## src/dcag_pkg.sv

```systemverilog
// Shared types and constants for the duty-cycle audio gate.
// No dependencies; used by every module of the block.
`timescale 1ns / 1ps
package dcag_pkg;

  // Word format
  localparam int SAMPLE_W   = 24;
  localparam int GAIN_W     = 31;
  localparam int INC_W      = 32;
  localparam int RAMP_W     = 20;
  localparam int PHASE_W    = 32;
  localparam int CHANNELS   = 2;
  localparam int CFG_IDX_W  = 3;
  localparam int CFG_DATA_W = 32;

  // Q1.30 unity gain
  localparam logic [GAIN_W-1:0] GAIN_ONE = 31'h4000_0000;

  // Register indexes
  localparam logic [CFG_IDX_W-1:0] REG_PHASE_STEP = 3'd0;
  localparam logic [CFG_IDX_W-1:0] REG_DUTY_THR   = 3'd1;
  localparam logic [CFG_IDX_W-1:0] REG_RAMP_LEN   = 3'd2;
  localparam logic [CFG_IDX_W-1:0] REG_GATE_EN    = 3'd3;

  // Reset values of the registers
  localparam logic [PHASE_W-1:0] RST_PHASE_STEP = 32'd4474;
  localparam logic [PHASE_W-1:0] RST_DUTY_THR   = 32'd3221225472;
  localparam logic [RAMP_W-1:0]  RST_RAMP_LEN   = 20'd48000;

  // Request to the ramp-increment divider
  typedef struct packed {
    logic                start;
    logic                neg;
    logic [GAIN_W-1:0]   mag;
    logic [RAMP_W-1:0]   divisor;
  } div_req_t;

  // Answer from the divider
  typedef struct packed {
    logic                    done;
    logic signed [INC_W-1:0] quot;
  } div_rsp_t;

endpackage

```

## src/dcag_div.sv

```systemverilog
// Restoring divider, one quotient bit per cycle, for the ramp increment.
// Depends on dcag_pkg.
`timescale 1ns / 1ps
module dcag_div (
  input  logic              clk,
  input  logic              rst_n,
  input  dcag_pkg::div_req_t req,
  output dcag_pkg::div_rsp_t rsp
);

  localparam int CNT_W = $clog2(dcag_pkg::GAIN_W);

  logic                           busy_r, busy_nxt;
  logic                           done_r, done_nxt;
  logic [CNT_W-1:0]               cnt_r, cnt_nxt;
  logic                           neg_r, neg_nxt;
  logic [dcag_pkg::RAMP_W-1:0]    dvs_r, dvs_nxt;
  logic [dcag_pkg::RAMP_W-1:0]    rem_r, rem_nxt;
  logic [dcag_pkg::GAIN_W-1:0]    qd_r, qd_nxt;   // dividend out at top, quotient in at bottom
  logic [dcag_pkg::RAMP_W:0]      rem_sh;
  logic [dcag_pkg::RAMP_W:0]      rem_sub;

  // One restoring step
  assign rem_sh  = {rem_r, qd_r[dcag_pkg::GAIN_W-1]};
  assign rem_sub = rem_sh - {1'b0, dvs_r};

  always_comb begin
    busy_nxt = busy_r;
    done_nxt = 1'b0;
    cnt_nxt  = cnt_r;
    neg_nxt  = neg_r;
    dvs_nxt  = dvs_r;
    rem_nxt  = rem_r;
    qd_nxt   = qd_r;
    if (req.start) begin
      busy_nxt = 1'b1;
      cnt_nxt  = CNT_W'(dcag_pkg::GAIN_W - 1);
      neg_nxt  = req.neg;
      dvs_nxt  = req.divisor;
      rem_nxt  = '0;
      qd_nxt   = req.mag;
    end else if (busy_r) begin
      if (!rem_sub[dcag_pkg::RAMP_W]) begin
        rem_nxt = rem_sub[dcag_pkg::RAMP_W-1:0];
        qd_nxt  = {qd_r[dcag_pkg::GAIN_W-2:0], 1'b1};
      end else begin
        rem_nxt = rem_sh[dcag_pkg::RAMP_W-1:0];
        qd_nxt  = {qd_r[dcag_pkg::GAIN_W-2:0], 1'b0};
      end
      if (cnt_r == '0) begin
        busy_nxt = 1'b0;
        done_nxt = 1'b1;
      end else begin
        cnt_nxt = cnt_r - 1'b1;
      end
    end
  end

  always_ff @(posedge clk) begin
    if (!rst_n) begin
      busy_r <= 1'b0;
      done_r <= 1'b0;
      cnt_r  <= '0;
    end else begin
      busy_r <= busy_nxt;
      done_r <= done_nxt;
      cnt_r  <= cnt_nxt;
    end
    neg_r <= neg_nxt;
    dvs_r <= dvs_nxt;
    rem_r <= rem_nxt;
    qd_r  <= qd_nxt;
  end

  // Truncation toward zero: negate the magnitude quotient
  assign rsp.done = done_r;
  assign rsp.quot = neg_r ? -$signed({1'b0, qd_r}) : $signed({1'b0, qd_r});

endmodule

```

## src/dcag_lane.sv

```systemverilog
// One channel lane: Q1.23 sample times Q1.30 gain, floor to Q1.23 or pass through, registered.
// Depends on dcag_pkg.
`timescale 1ns / 1ps
module dcag_lane (
  input  logic                                 clk,
  input  logic                                 load,
  input  logic                                 enable,
  input  logic signed [dcag_pkg::SAMPLE_W-1:0] sample,
  input  logic        [dcag_pkg::GAIN_W-1:0]   gain,
  output logic signed [dcag_pkg::SAMPLE_W-1:0] result
);

  localparam int PROD_W = dcag_pkg::SAMPLE_W + dcag_pkg::GAIN_W + 1;

  logic signed [PROD_W-1:0]             prod;
  logic signed [dcag_pkg::SAMPLE_W-1:0] res_r, res_nxt;

  // Arithmetic shift by 30 is the floor; the low 24 bits are the word
  assign prod = sample * $signed({1'b0, gain});

  always_comb begin
    res_nxt = res_r;
    if (load) begin
      res_nxt = enable ? prod[dcag_pkg::SAMPLE_W+29:30] : sample;
    end
  end

  always_ff @(posedge clk) begin
    res_r <= res_nxt;
  end

  assign result = res_r;

endmodule

```

## src/duty_cycle_audio_gate.sv

```systemverilog
// Top level of the duty-cycle audio gate: config registers, LFO, gain ramp.
// Depends on dcag_pkg, dcag_div and dcag_lane.
`timescale 1ns / 1ps
// One stereo word in, one gated word out. A word goes from acceptance
// through the ramp, multiply and output steps to the output register; when
// the square LFO changes level and a ramp of nonzero length starts, the
// divide step comes first: the ramp increment comes from a restoring divider
// that yields one quotient bit per cycle. Words are handled one at a time; a finished word waits
// in the output register while the next word is taken. The gain is Q1.30
// and each output is floor(sample * gain / 2^30); with gate_enable at 0
// the samples pass unchanged. Configuration writes are taken at any time
// but are meant for when the block is idle.
module duty_cycle_audio_gate (
  input  logic                                      clk,
  input  logic                                      rst_n,
  // input channel
  input  logic                                      in_valid,
  output logic                                      in_stall,
  input  logic signed [dcag_pkg::SAMPLE_W-1:0]      in_sample_left,
  input  logic signed [dcag_pkg::SAMPLE_W-1:0]      in_sample_right,
  // result channel
  output logic                                      out_valid,
  input  logic                                      out_stall,
  output logic signed [dcag_pkg::SAMPLE_W-1:0]      out_left,
  output logic signed [dcag_pkg::SAMPLE_W-1:0]      out_right,
  // configuration
  input  logic                                      cfg_we,
  input  logic [dcag_pkg::CFG_IDX_W-1:0]            cfg_index,
  input  logic [dcag_pkg::CFG_DATA_W-1:0]           cfg_wdata
);

  localparam logic [2:0] S_IDLE = 3'd0;
  localparam logic [2:0] S_DIV  = 3'd1;
  localparam logic [2:0] S_RAMP = 3'd2;
  localparam logic [2:0] S_MUL  = 3'd3;
  localparam logic [2:0] S_OUT  = 3'd4;

  localparam int SUM_W = dcag_pkg::INC_W + 1;

  // Configuration registers
  logic [dcag_pkg::PHASE_W-1:0] phase_step_r, phase_step_nxt;
  logic [dcag_pkg::PHASE_W-1:0] duty_thr_r, duty_thr_nxt;
  logic [dcag_pkg::RAMP_W-1:0]  ramp_len_r, ramp_len_nxt;
  logic                         gate_en_r, gate_en_nxt;

  // Gate state
  logic [2:0]                          state_r, state_nxt;
  logic [dcag_pkg::PHASE_W-1:0]        phase_r, phase_nxt;
  logic [dcag_pkg::GAIN_W-1:0]         gain_r, gain_nxt;
  logic                                tgt_r, tgt_nxt;
  logic signed [dcag_pkg::INC_W-1:0]   inc_r, inc_nxt;
  logic [dcag_pkg::RAMP_W-1:0]         rem_r, rem_nxt;
  logic signed [dcag_pkg::SAMPLE_W-1:0] samp_r [dcag_pkg::CHANNELS];
  logic signed [dcag_pkg::SAMPLE_W-1:0] samp_nxt [dcag_pkg::CHANNELS];
  logic signed [dcag_pkg::SAMPLE_W-1:0] in_samp [dcag_pkg::CHANNELS];
  logic signed [dcag_pkg::SAMPLE_W-1:0] lane_res [dcag_pkg::CHANNELS];

  // Output register
  logic                                out_valid_r, out_valid_nxt;
  logic signed [dcag_pkg::SAMPLE_W-1:0] out_r [dcag_pkg::CHANNELS];
  logic signed [dcag_pkg::SAMPLE_W-1:0] out_nxt [dcag_pkg::CHANNELS];

  logic                          in_acc;
  logic                          tgt_now;
  logic                          out_load;
  logic                          lane_load;
  logic [dcag_pkg::GAIN_W-1:0]   tgt_full;
  logic [dcag_pkg::RAMP_W-1:0]   rem_dec;
  logic signed [SUM_W-1:0]       gain_sum;
  dcag_pkg::div_req_t            div_req;
  dcag_pkg::div_rsp_t            div_rsp;

  assign in_samp[0] = in_sample_left;
  assign in_samp[1] = in_sample_right;

  assign in_stall  = (state_r != S_IDLE);
  assign in_acc    = in_valid && !in_stall;
  assign tgt_now   = (phase_r <= duty_thr_r);
  assign tgt_full  = tgt_r ? dcag_pkg::GAIN_ONE : '0;
  assign rem_dec   = rem_r - 1'b1;
  assign gain_sum  = $signed({2'b00, gain_r}) + $signed({inc_r[dcag_pkg::INC_W-1], inc_r});
  assign out_load  = (state_r == S_OUT) && (!out_valid_r || !out_stall);
  assign lane_load = (state_r == S_MUL);

  // Divider request: start a ramp when the level flips and the length is nonzero
  always_comb begin
    div_req.start   = in_acc && (tgt_now != tgt_r) && (ramp_len_r != '0);
    div_req.neg     = !tgt_now;
    div_req.mag     = tgt_now ? (dcag_pkg::GAIN_ONE - gain_r) : gain_r;
    div_req.divisor = ramp_len_r;
  end

  dcag_div u_div (
    .clk   (clk),
    .rst_n (rst_n),
    .req   (div_req),
    .rsp   (div_rsp)
  );

  // Configuration writes
  always_comb begin
    phase_step_nxt = phase_step_r;
    duty_thr_nxt   = duty_thr_r;
    ramp_len_nxt   = ramp_len_r;
    gate_en_nxt    = gate_en_r;
    if (cfg_we) begin
      case (cfg_index)
        dcag_pkg::REG_PHASE_STEP: phase_step_nxt = cfg_wdata;
        dcag_pkg::REG_DUTY_THR:   duty_thr_nxt   = cfg_wdata;
        dcag_pkg::REG_RAMP_LEN:   ramp_len_nxt   = cfg_wdata[dcag_pkg::RAMP_W-1:0];
        dcag_pkg::REG_GATE_EN:    gate_en_nxt    = cfg_wdata[0];
        default: ;
      endcase
    end
  end

  // Sequencer: level pick, increment divide, ramp step, lane multiply, output
  always_comb begin
    state_nxt = state_r;
    phase_nxt = phase_r;
    gain_nxt  = gain_r;
    tgt_nxt   = tgt_r;
    inc_nxt   = inc_r;
    rem_nxt   = rem_r;
    for (int i = 0; i < dcag_pkg::CHANNELS; i++) begin
      samp_nxt[i] = samp_r[i];
    end
    case (state_r)
      S_IDLE: begin
        if (in_acc) begin
          for (int i = 0; i < dcag_pkg::CHANNELS; i++) begin
            samp_nxt[i] = in_samp[i];
          end
          phase_nxt = phase_r + phase_step_r;
          state_nxt = S_RAMP;
          if (tgt_now != tgt_r) begin
            tgt_nxt = tgt_now;
            rem_nxt = ramp_len_r;
            if (ramp_len_r == '0) begin
              gain_nxt = tgt_now ? dcag_pkg::GAIN_ONE : '0;
            end else begin
              state_nxt = S_DIV;
            end
          end
        end
      end
      S_DIV: begin
        if (div_rsp.done) begin
          inc_nxt   = div_rsp.quot;
          state_nxt = S_RAMP;
        end
      end
      S_RAMP: begin
        if (rem_r == '0) begin
          gain_nxt = tgt_full;
        end else begin
          rem_nxt = rem_dec;
          if (rem_dec != '0) begin
            if (gain_sum[SUM_W-1]) begin
              gain_nxt = '0;
            end else if (gain_sum > $signed({2'b00, dcag_pkg::GAIN_ONE})) begin
              gain_nxt = dcag_pkg::GAIN_ONE;
            end else begin
              gain_nxt = gain_sum[dcag_pkg::GAIN_W-1:0];
            end
          end else begin
            gain_nxt = tgt_full;
          end
        end
        state_nxt = S_MUL;
      end
      S_MUL: begin
        state_nxt = S_OUT;
      end
      S_OUT: begin
        if (out_load) begin
          state_nxt = S_IDLE;
        end
      end
      default: begin
        state_nxt = S_IDLE;
      end
    endcase
  end

  // Channel lanes
  for (genvar g = 0; g < dcag_pkg::CHANNELS; g++) begin : g_lane
    dcag_lane u_lane (
      .clk    (clk),
      .load   (lane_load),
      .enable (gate_en_r),
      .sample (samp_r[g]),
      .gain   (gain_r),
      .result (lane_res[g])
    );
  end

  // Merge lane results into the output word
  always_comb begin
    out_valid_nxt = out_valid_r;
    if (out_load) begin
      out_valid_nxt = 1'b1;
    end else if (!out_stall) begin
      out_valid_nxt = 1'b0;
    end
    for (int i = 0; i < dcag_pkg::CHANNELS; i++) begin
      out_nxt[i] = out_load ? lane_res[i] : out_r[i];
    end
  end

  always_ff @(posedge clk) begin
    if (!rst_n) begin
      phase_step_r <= dcag_pkg::RST_PHASE_STEP;
      duty_thr_r   <= dcag_pkg::RST_DUTY_THR;
      ramp_len_r   <= dcag_pkg::RST_RAMP_LEN;
      gate_en_r    <= 1'b1;
      state_r      <= S_IDLE;
      phase_r      <= '0;
      gain_r       <= '0;
      tgt_r        <= 1'b0;
      inc_r        <= '0;
      rem_r        <= '0;
      out_valid_r  <= 1'b0;
    end else begin
      phase_step_r <= phase_step_nxt;
      duty_thr_r   <= duty_thr_nxt;
      ramp_len_r   <= ramp_len_nxt;
      gate_en_r    <= gate_en_nxt;
      state_r      <= state_nxt;
      phase_r      <= phase_nxt;
      gain_r       <= gain_nxt;
      tgt_r        <= tgt_nxt;
      inc_r        <= inc_nxt;
      rem_r        <= rem_nxt;
      out_valid_r  <= out_valid_nxt;
    end
    for (int i = 0; i < dcag_pkg::CHANNELS; i++) begin
      samp_r[i] <= samp_nxt[i];
      out_r[i]  <= out_nxt[i];
    end
  end

  assign out_valid = out_valid_r;
  assign out_left  = out_r[0];
  assign out_right = out_r[1];

`ifndef ASSERT_OFF
  // Gain stays within 0..1.0
  a_gain_range: assert property (@(posedge clk) disable iff (!rst_n)
    gain_r <= dcag_pkg::GAIN_ONE)
    else $error("gain above unity");

  // With no ramp in flight, the gain sits on the current level
  a_gain_settled: assert property (@(posedge clk) disable iff (!rst_n)
    (state_r == S_IDLE) && (rem_r == '0) |-> (gain_r == tgt_full))
    else $error("gain off target with no ramp pending");

  // The divider only reports while the sequencer waits for it
  a_div_done: assert property (@(posedge clk) disable iff (!rst_n)
    div_rsp.done |-> (state_r == S_DIV))
    else $error("divider finished outside the divide step");

  // Result goes out only from the output step
  a_out_load: assert property (@(posedge clk) disable iff (!rst_n)
    out_load |=> out_valid_r && (state_r == S_IDLE))
    else $error("output load did not show a word");
`endif

endmodule
```

## config.mk

```make
export PLATFORM = sky130hd
export DESIGN_NAME = duty_cycle_audio_gate
export DESIGN_NICKNAME = d
export VERILOG_FILES = /design/src/dcag_pkg.sv /design/src/dcag_div.sv /design/src/dcag_lane.sv /design/src/duty_cycle_audio_gate.sv
export SDC_FILE = /design/constraint.sdc
export NUM_CORES = 2
export LEC_CHECK = 0
export BUFFER_PORTS_ARGS = -buffer_cell sky130_fd_sc_hd__buf_2
export CAP_MARGIN = 20
export CORE_MARGIN = 10
export CORE_UTILIZATION = 40
export CTS_BUF_LIST = sky130_fd_sc_hd__clkbuf_8
export DETAILED_ROUTE_END_ITERATION = 16
export PLACE_DENSITY_LB_ADDON = 0.12
export SETUP_SLACK_MARGIN = 0.15
export SKIP_LAST_GASP = 1
export SYNTH_ARGS = -nofsm -noshare
export SYNTH_HDL_FRONTEND = slang
export SYNTH_SLANG_ARGS = --single-unit
```

## constraint.sdc

```tcl
create_clock -name clk -period 10.4 [get_ports clk]
set_clock_uncertainty 0.2 [all_clocks]
set_input_delay 0 -clock clk [delete_from_list [all_inputs] [get_ports clk]]
set_output_delay 0 -clock clk [all_outputs]
set_load 0.01 [all_outputs]
```

Word level (Yosys, flattened, before mapping)
Memory sizes are Yosys's and may differ from the RTL's. Index checks and enable logic that the tools add are counted.

Bits in registers: 332. Bits in writable memories: 96. Input port bits: 88. Output and inout bits: 50. Logic and storage cells: 127. Memories kept: 2.

Memories: out_r (depth 2, width 24, read ports 2, clocked after memory_dff 0, write ports 2, line duty_cycle_audio_gate.sv:60) `logic signed [dcag_pkg::SAMPLE_W-1:0] out_r [dcag_pkg::CHANNELS];`; samp_r (depth 2, width 24, read ports 2, clocked after memory_dff 0, write ports 2, line duty_cycle_audio_gate.sv:53) `logic signed [dcag_pkg::SAMPLE_W-1:0] samp_r [dcag_pkg::CHANNELS];`.

Add/subtract/negate cells: 7. Multiply operators: 2. Magnitude comparators: 2. Eq/ne operators: 16. Multiplexer cells: 41. Bitwise operators: 3. Reductions and logical operators: 33.

Operator list (number): $mux W31 (12); $mul A24 B32 Y54 (2); $mux W24 (4); $mux W48 (2); $mux W20 (4); $pmux W31 S2 (1); $logic_not A20 Y1 (2); $pmux W20 S2 (1); $reduce_bool A20 Y1 (2); $add A32 B32 Y33 (1); $gt A33 B32 Y1 const B (1); $add A32 B32 Y32 (1); $le A32 B32 Y1 (1); $mux W32 (1); $neg A31 Y32 (1); $sub A31 B31 Y31 const A (1); $sub A21 B20 Y21 (1); $sub A20 B1 Y20 const B (1); $reduce_and A2 Y1 (8); $mux W5 (3); $pmux W3 S5 (1); $eq A3 B2 Y1 const B (4); $ne A2 B2 Y1 const B (6); $mux W3 (3); other kinds (19) (40).

Depth between registers and ports, before layout
Word-level depth: 7. Gate-level depth with buffers: 31. Gate-level depth less buffers: 28.

Modules after synthesis
Synthesis repeated with hierarchy kept, for this count alone.

Cell total of the unflattened synthesis: 7817. Area total of the unflattened synthesis: 70143.5 µm².

By module, submodules not included: dcag_lane at g_lane[0].u_lane (instances 1, cells an instance 2796, area an instance 24941.4 µm²); dcag_lane at g_lane[1].u_lane (instances 1, cells an instance 2786, area an instance 24906.4 µm²); duty_cycle_audio_gate (instances 1, cells an instance 1736, area an instance 15382.3 µm²); dcag_div (instances 1, cells an instance 499, area an instance 4913.5 µm²).

Least setup slack after synthesis
Ideal clock, no wire load.

Path kind: flip-flop to flip-flop. Start point: register gain_r[10] (netlist bit). End point: register g_lane[1].u_lane.res_r (netlist bit g_lane[1].u_lane.result[21]), data pin. Setup time: 0.260 ns. Data arrival time: 7.668 ns. Setup slack: 2.272 ns. Cell stages (with the launch flop): 30. Buffers on the path: 3. Period minus slack after synthesis: 8.128 ns. Cells stage by stage: dfxtp_1 -> clkbuf_1 -> clkbuf_1 -> clkbuf_1 -> nand2_1 -> fa_1 -> fa_1 -> inv_1 -> fa_1 -> inv_1 -> fa_1 -> inv_1 -> fa_1 -> fa_1 -> inv_1 -> fa_1 -> inv_1 -> ha_1 -> a211oi_1 -> nand2_1 -> a2111oi_0 -> o311ai_0 -> a41oi_1 -> o21ai_1 -> a31o_2 -> o21ai_0 -> o21ai_1 -> a21boi_0 -> xnor2_1 -> mux2_2.

Longest elaborated chain between the ends: 2.

RTL lines: start, declared (line duty_cycle_audio_gate.sv:49) `logic [dcag_pkg::GAIN_W-1:0] gain_r, gain_nxt;`; start signal, assigned (line duty_cycle_audio_gate.sv:231) `gain_r <= gain_nxt;`; $mul A24 B32 Y54 (line dcag_lane.sv:19) `assign prod = sample * $signed({1'b0, gain});`; $mux W24 (line dcag_lane.sv:24) `res_nxt = enable ? prod[dcag_pkg::SAMPLE_W+29:30] : sample;`; end signal, assigned (line dcag_lane.sv:29) `res_r <= res_nxt;`; end, declared (line dcag_lane.sv:16) `logic signed [dcag_pkg::SAMPLE_W-1:0] res_r, res_nxt;`.

Every way passes these cells. A chain may end at the register's enable or synchronous reset.

==> flow_summary_export.csv <==
group,metric,value,unit
run_status,status,"finished, final reports clean",
power,ir_drop,0.101,mV
floorplan,start_util,40.1,%
synthesis,synth_edf_count,196,
cts,cts_tree,"done",
worst_hold_path,hp-start,"in_valid",
setup_path,crit_top_cell,"fa_1",
floorplan,pin_count,138,
finish,drive_above_1_share,7.00,%
power,swShare,38.9,%
power,combPwrFrac,34.7,%
setup_path,reg2reg_depth,26,
finish,area_delta_synth_final,9.97,%
timing,min_period,9.31,ns
detailed_routing,vias,49300,
setup_path,crit_start,"samp_r[0][27]",
power,intPower,3.93,mW
synthesis,synth.distinct_cells,81,
finish,stdcell_area,74600,sq um
synthesis,synth.most_common_cell,"inv_1",
worst_hold_path,hold_depth,5,
timing,slew_headroom,27.6,%
setup_path,worstSetupPathType,"reg -> reg",
cts,numCtsBuffers,83,
synthesis,ys.flop_type,"dfxtp_1",
setup_path,crit_path_max_fanout,18,
placement,pre_cts_ws,1.12,ns
finish,stdcell_count,9824,
power,power_leakage,35.4,nW
placement,gp_congestion,0.856,
setup_path,slowest_stage,"edfxtp_1",
placement,dpl.hpwl,150,mm
detailed_routing,post-route-drc-count,0,
floorplan,coreArea,169000,sq um
setup_path,cp-start-kind,"flip-flop",
setup_path,timing.rr.start,"samp_r[0][27]",
cts,clk_latency,0.81,ns
cts,root_buffer,"clkbuf_8",
setup_path,crit_path_end_kind,"flip-flop",
global_route,grt_usage,21.4,%
power,finalPower,6.43,mW
detailed_routing,routed_wl,195,mm
setup_path,cpPeakStageDelay,0.88,ns
finish,fin_nets,9407,
finish,num-fill-cells,16800,
placement,portBuffers,137,
global_route,grt_max_degree,87,
worst_hold_path,hold_path_class,"in -> reg",
cts,cts_resized,0,
synthesis,yosysWarnings,0,
global_route,grt_pass1_vias,54000,
detailed_routing,drt_iter0_drc,2442,
timing,period_share,89.5,%
cts,clk_pin_slew,0.06,ns
timing,hold_ws,0.105,ns
detailed_routing,drt-pass1-iter-count,6,
floorplan,die_w,432,um
power,p_clk_share,29.5,%
cts,clk_path_buf_depth,3,
timing,worstMarginPinSlew,1.09,ns
global_route,grt_antenna_before_repair,10,
timing,hold_viol,0,
power,power_density,86.3,nW/um^2
power,p_seq_share,35.8,%
synthesis,syn-instance-count,7399,
timing,timing.setup.tns,0,ns
detailed_routing,vias_per_cell,5.02,
synthesis,yosysSeqAreaShare,15.5,%
global_route,grt_pass1_wl,313,mm
timing,slew_viol_final,0,
finish,fin_util,44.1,%
timing,setup_slack,1.09,ns
floorplan,fp.dieH,432,um
placement,post-place-cells,9472,
setup_path,critPathArrivalTime,9.63,ns
timing,finalSetupViolCount,0,
synthesis,syn_area,67800,sq um
synthesis,synth_area_per_cell,9.16,sq um
synthesis,ys_top_cells_by_count,"1481 x inv_1, 1273 x fa_1, 1052 x nand2_1",
run,maxCapViolCount,0,
placement,dpl_cell_area,70800,sq um
floorplan,dieArea,186000,sq um
floorplan,num_rows,151,
synthesis,synth_area_leaders,"fa_1 38%, ha_1 9.6%, edfxtp_1 8.7%",
detailed_routing,wl_per_cell,19.8,um
cts,numClockSinks,428,
synthesis,async_reset_ff_share,0,%
cts,htree_num_levels,3,
power,p_switching,2.51,mW
synthesis,ys_seq_elements,428,
synthesis,yosysTopAreaCellShare,37.6,%
detailed_routing,antenna_left,0,
synthesis,syn-num-nets,9278,
setup_path,worstPathRequired,10.72,ns
global_route,overflow,0,
synthesis,yosysTopAreaCell,"fa_1",
timing,rsz0062_at_grt,"false",
timing,timing.fmax,107,MHz
==> final timing paths <==
check / endpoint / slack (ns)
max: g_lane[1].u_lane.result[21] / 1.09
min reg2reg: out_r[0][27] / 0.22
min: state_r[0] / 0.11
max reg2reg: g_lane[1].u_lane.result[21] / 1.09
==> final cells by class <==
| cell class | count | area, sq um | share of cell area (%) |
|---|---|---|---|
| tap | 2218 | 2780 | 3.72 |
| multi-input combinational | 5064 | 50100 | 67.2 |
| clock buffer | 90 | 1240 | 1.66 |
| sequential | 428 | 10600 | 14.2 |
| inverter | 1482 | 5570 | 7.47 |
| clock inverter | 66 | 562 | 0.753 |
| timing repair buffer | 469 | 3710 | 4.97 |
| antenna | 7 | 17.5 | 0.0235 |
==> kinds of logic (layout without fill, tap and decap cells) <==
family,count (synthesis),after routing,synth area share (%)
compound gates,739,739,6.81
other cells,0,7,0
simple gates,2286,2286,16.5
mux,63,63,1.00
flops,428,428,15.5
buf+inv,1907,2107,10.7
xor+xnor,185,185,2.39
fa+ha+maj,1791,1791,47.1
==> power by group through the flow <==
stage / Sequential (mW) / Combinational (mW) / Clock, mW
after floorplan: 2.15 / 1.66 / 0
after global placement: 2.35 / 2.15 / 0
after detailed placement: 2.35 / 2.17 / 0
after CTS: 2.31 / 2.24 / 1.98
after global routing: 2.34 / 2.53 / 2.04
final: 2.30 / 2.23 / 1.90
==> state kept, by name, summed over array words and instances (netlist names), 31 cells and up <==
| signal | cells |
|---|---|
| phase_r | 32 |
| samp_r | 48 |
| g_lane.u_lane.result | 48 |
| out_r | 48 |
| u_div.qd_r | 31 |
| phase_step_r | 32 |
| duty_thr_r | 32 |
| gain_r | 31 |
| inc_r | 32 |
==> critical path, delay by kind of cell (launching register included) <==
family	cells	cell delay [ns]
DFF	1	0.88
buffers and inverters	5	0.73
muxes	1	0.26
xor gates and xnor gates	1	0.10
AOI/OAI and AO/OA	9	2.86
adders and majority gates	8	3.86
and+or+nand+nor	2	0.18
==> cell usage in the layout, fill, tap and decap left out, types with 77 or more instances in the layout <==
| master | instances |
|---|---|
| dlygate4sd3_1 | 186 |
| buf_2 | 138 |
| fa_1 | 1273 |
| nand2_1 | 1052 |
| ha_1 | 518 |
| a21o_1 | 77 |
| buf_4 | 141 |
| clkbuf_8 | 90 |
| xnor2_1 | 99 |
| dfxtp_1 | 200 |
| a21oi_1 | 295 |
| and2_1 | 708 |
| edfxtp_1 | 196 |
| o21ai_0 | 110 |
| nor2_1 | 204 |
| xor2_1 | 85 |
| inv_1 | 1501 |
==> metal layers <==
| layer | wire length, um | GRT usage, % |
|---|---|---|
| met5 | 21 | 0 |
| met4 | 4620 | 5.35 |
| met3 | 8200 | 2.36 |
| met2 | 96500 | 37.5 |
| met1 | 85400 | 28.2 |
==> repair_timing <==
item                                   in CTS  in global routing
buffers inserted                            0                  0
endpoints found under the hold margin     222                  0
hold buffers                              186                  0
(Power assumes the default switching activity.)
